==> config.mk <==
export PLATFORM = sky130hd
export DESIGN_NAME = tilp_front
export DESIGN_NICKNAME = d
export VERILOG_FILES = /design/src/tilp_pkg.sv /design/src/tilp_front.sv
export SDC_FILE = /design/constraint.sdc
export NUM_CORES = 1
export LEC_CHECK = 0
export BUFFER_PORTS_ARGS = -buffer_cell sky130_fd_sc_hd__buf_2
export CAP_MARGIN = 20
export CORE_MARGIN = 3
export CORE_UTILIZATION = 45
export DETAILED_ROUTE_END_ITERATION = 10
export PLACE_DENSITY_LB_ADDON = 0.05
export SETUP_SLACK_MARGIN = 0.2
export SLEW_MARGIN = 10
export SYNTH_ARGS = -nofsm -noshare
export SYNTH_HDL_FRONTEND = slang
export SYNTH_SLANG_ARGS = --single-unit
==> constraint.sdc <==
create_clock -name i_clk -period 3.1 [get_ports i_clk]
set_input_delay 0.155 -clock i_clk [delete_from_list [all_inputs] [get_ports i_clk]]
set_output_delay 0.155 -clock i_clk [all_outputs]
set_load 0.02 [all_outputs]
==> src/tilp_pkg.sv <==
// ----------------------------------------------------------------------------
// tilp_pkg
// Shared types and codes for the trie insert / lookup / preorder unit.
// ----------------------------------------------------------------------------
package tilp_pkg;

    localparam int FIELD_W   = 10;
    localparam int FIELD_MAX = 1023;

    typedef enum logic [1:0] {
        ACT_INSERT = 2'd0,
        ACT_LOOKUP = 2'd1,
        ACT_BUILD  = 2'd2,
        ACT_PEEK   = 2'd3
    } t_action;

    typedef enum logic [1:0] {
        ST_OK       = 2'd0,
        ST_NOTFOUND = 2'd1,
        ST_FULL     = 2'd2,
        ST_STALE    = 2'd3
    } t_status;

    // One classified request as held in the front queue.
    typedef struct packed {
        t_action              action;
        logic [3:0]           symbol;
        logic                 sym_valid;
        logic                 last;
        logic [FIELD_W-1:0]   node;
        logic                 sym_oob;
        logic                 node_oob;
    } t_req;

endpackage

==> src/tilp_front.sv <==
// ----------------------------------------------------------------------------
// tilp_front
// Request intake: range checks on symbol and node, two-entry request queue.
// ----------------------------------------------------------------------------
module tilp_front #(
    parameter int ALPHABET  = 10,
    parameter int MAX_NODES = 1024
) (
    input  logic                 i_clk,
    input  logic                 i_rst_n,
    input  logic                 i_valid,
    output logic                 o_ready,
    input  tilp_pkg::t_action    i_action,
    input  logic [3:0]           i_symbol,
    input  logic                 i_sym_valid,
    input  logic                 i_last,
    input  logic [9:0]           i_node,
    output logic                 o_req_valid,
    output tilp_pkg::t_req       o_req,
    input  logic                 i_req_pop
);
    import tilp_pkg::*;

    t_req       r_q [2];
    logic       r_wp, r_rp;
    logic [1:0] r_cnt;
    t_req       w_in;
    logic       w_push;

    always_comb begin
        w_in.action    = i_action;
        w_in.symbol    = i_symbol;
        w_in.sym_valid = i_sym_valid;
        w_in.last      = i_last;
        w_in.node      = i_node;
        w_in.sym_oob   = (32'(i_symbol) >= ALPHABET);
        w_in.node_oob  = (32'(i_node) >= MAX_NODES);
    end

    assign o_ready     = (r_cnt != 2'd2);
    assign w_push      = i_valid && o_ready;
    assign o_req_valid = (r_cnt != 2'd0);
    assign o_req       = r_q[r_rp];

    always_ff @(posedge i_clk) begin
        if (w_push) begin
            r_q[r_wp] <= w_in;
        end
        if (!i_rst_n) begin
            r_wp  <= 1'b0;
            r_rp  <= 1'b0;
            r_cnt <= 2'd0;
        end else begin
            if (w_push) r_wp <= ~r_wp;
            if (i_req_pop) r_rp <= ~r_rp;
            r_cnt <= r_cnt + 2'(w_push) - 2'(i_req_pop);
        end
    end
endmodule

==> summary.txt <==
Clock network
  • Clk sink count: 43
  • Post-cts sizing count: 0
  • TritonCTS buffer count: 5
  • Clock transition at path regs: 0.08 ns
  • Clock latency on the worst-skew pair: 0.28 ns
  • Maximum root-to-sink buffer count: 2
  • CTS tree: done
  • Hold buffer count at cts: 0
  • Clock root buffer: clkbuf_8
  • Post-CTS Setup Bufs: 0
  • H-tree levels: 2

Die
  • Die area: 4450 sq um
  • Die H: 66.7 um
  • Row count: 21
  • Starting density of the core: 48.1%
  • Core footprint: 3440 sq um
  • Die Span X: 66.7 um
  • Boundary pin count: 44

GRT
  • Number of global-route vias before repair: 911
  • GRT Total Usage: 13.3%
  • Initial antenna violation count: 0
  • Grt total ovfl: 0
  • Largest net degree at the start of global routing: 20
  • First-pass GRT wire length: 4110 um

Critical path
  • Setup crit end kind: output pin
  • Critical Path Fanout Max: 19
  • Critical Path RT: 2.94 ns
  • Kind of critical path: flop to output pin
  • CP startpoint kind: flop
  • Worst EP arrival: 1.73 ns

Layout
  • Layout cells sized above 1: 51.8%
  • Antenna Cells: 0
  • Layout Nets: 159
  • Design area: 1990 sq um
  • Synth-to-layout area growth: 19.9%
  • Register Area: 1240 sq um
  • Area taken by multi-input logic gates: 384 sq um
  • Fill cell count: 289

Synthesis
  • Synth Register Bits: 43
  • Mapped Avg Cell Area: 18.4 sq um
  • Synth cell types: 26
  • Asr flop ratio synth: 0%
  • Yosys top cell by area: edfxtp_1
  • Mapped Nets: 113
  • Top cell type's share of synthesized area: 68.9%
  • Cells after Synth: 90
  • Post-synth EDFFs: 38
  • Synthesized cell area: 1660 sq um
  • Most numerous cell in the Yosys netlist: edfxtp_1
  • Synth cell count leaders: edfxtp_1, mux2_2, dfxtp_1
  • Synth Flop Type: edfxtp_1
  • Top post-synthesis cells by area: edfxtp_1, mux2_2, dfxtp_1, and2_1, nand3b_1
  • Post-synthesis sequential area ratio: 74.9%
  • Yosys warnings: 0

Timing
  • FMAX: 0.529 GHz
  • Final period utilization: 60.9%
  • Final Hold Vio Count: 0
  • Tmin final: 1.89 ns
  • Slew headroom: 41.8%
  • Actual slew at the worst max-slew pin: 0.873 ns
  • Slew Limit Fails: 0
  • Final hold slack: 0.0573 ns
  • Final Setup Violations: 0
  • Setup Skew: 0.00540 ns
  • RSZ-0062 raised after global routing: false
  • Post-route setup TNS: 0 ns

Route
  • Vias: 875
  • Detail Route Antenna Nets: 0
  • Residual DRC: 0
  • Routed wire per std cell: 13.4 um
  • Drt pass-1 iters: 4
  • Post-Route WL: 2460 um
  • Drt first-iter violations: 36
  • Vias/cell: 4.78

Power
  • LEAKAGE: 0.761 nW
  • Pwr dens: 630 nW/um^2
  • Worst vdd ir: 0.305 mV

Placed design
  • GP Congestion: 0.736
  • Placed wire-length estimate: 1690 um
  • IO Port Bufs: 42
  • Area after DPL: 1900 sq um

Job
  • Max-cap violation count: 0

Hold path
  • Min-Delay Path Class: input port to flop

Run status
  • Outcome: finished, final reports clean
## layer usage
| layer | vias to the layer above | share of wire (%) | track usage (%) |
|---|---|---|---|
| met5 | - | 0 | 0 |
| li1 | 428 | - | - |
| met2 | 26 | 51 | 22.0 |
| met1 | 417 | 39 | 13.5 |
| met4 | 0 | 0.93 | 6.09 |
| met3 | 4 | 8.8 | 7.25 |
## placed cells by master (no fill, tap or decap), drive strengths merged, types with 2 or more instances in the layout
cell type / netlist / routed
a21boi: 2 / 2
and2: 3 / 3
buf: 3 / 42
clkbuf: 0 / 6
dfxtp: 5 / 5
edfxtp: 38 / 38
inv: 2 / 2
mux2: 19 / 19
nand2: 2 / 2
nand3b: 2 / 2
## final timing paths
| check | start | endpoint | slack [ns] | cells after the start |
|---|---|---|---|---|
| setup / recovery | flop | o_req[1] | 1.21 | 2 |
| hold / removal | i_last | r_q[0][11] | 0.06 | 1 |
| hold reg to reg | r_wp | r_wp | 0.57 | 2 |
| setup reg to reg | r_cnt[0] | r_q[1][12] | 1.38 | 2 |
## critical path, cell delays in order (launching register included)
cell and delay [ns]:
dfxtp_1 0.87, mux2_2 0.42, buf_2 0.16
## per-stage QoR
step	utilization, %	setup slack (ns)	instances	power (W)
after floorplan	-	1.47	90	0.000870
after global placement	55.2	1.40	175	0.000937
after detailed placement	55.2	1.37	175	0.000942
after CTS	57.7	1.15	183	0.00127
after global routing	57.7	1.06	183	0.00133
final	57.7	1.21	183	0.00125
## cell type report
cell class	count	area share, %
clock inverters	2	0.630
well taps	46	2.90
clock buffers	6	3.65
repair buffers	42	10.6
inverters	2	0.378
multi-input cells	42	19.3
flip-flops and latches	43	62.5
## state kept, by name, indices dropped and copies added, names as in the netlist, named ones only
name and count:
r_wp 1, r_cnt 2, r_q 38, r_rp 1
## cell families (layout without fill, tap and decap cells)
| logic type | after synthesis | count (layout) | share of synthesized area [%] |
|---|---|---|---|
| adder cells (fa/ha/maj) | 1 | 1 | 0.755 |
| AND/OR/NAND/NOR | 12 | 12 | 4.46 |
| flip-flops | 43 | 43 | 74.9 |
| AO/OA/AOI/OAI | 6 | 6 | 3.17 |
| XOR/XNOR | 2 | 2 | 1.06 |
| multiplexers | 20 | 20 | 13.5 |
| buffers and inverters | 5 | 52 | 1.89 |
| other | 1 | 1 | 0.226 |
## power breakdown
group | internal (W) | switching (W)
clock | 0.000157 | 0.000169
sequential | 0.000691 | 0.0000250
combinational | 0.0000887 | 0.000120
Power figures use the tool's default switching activity.
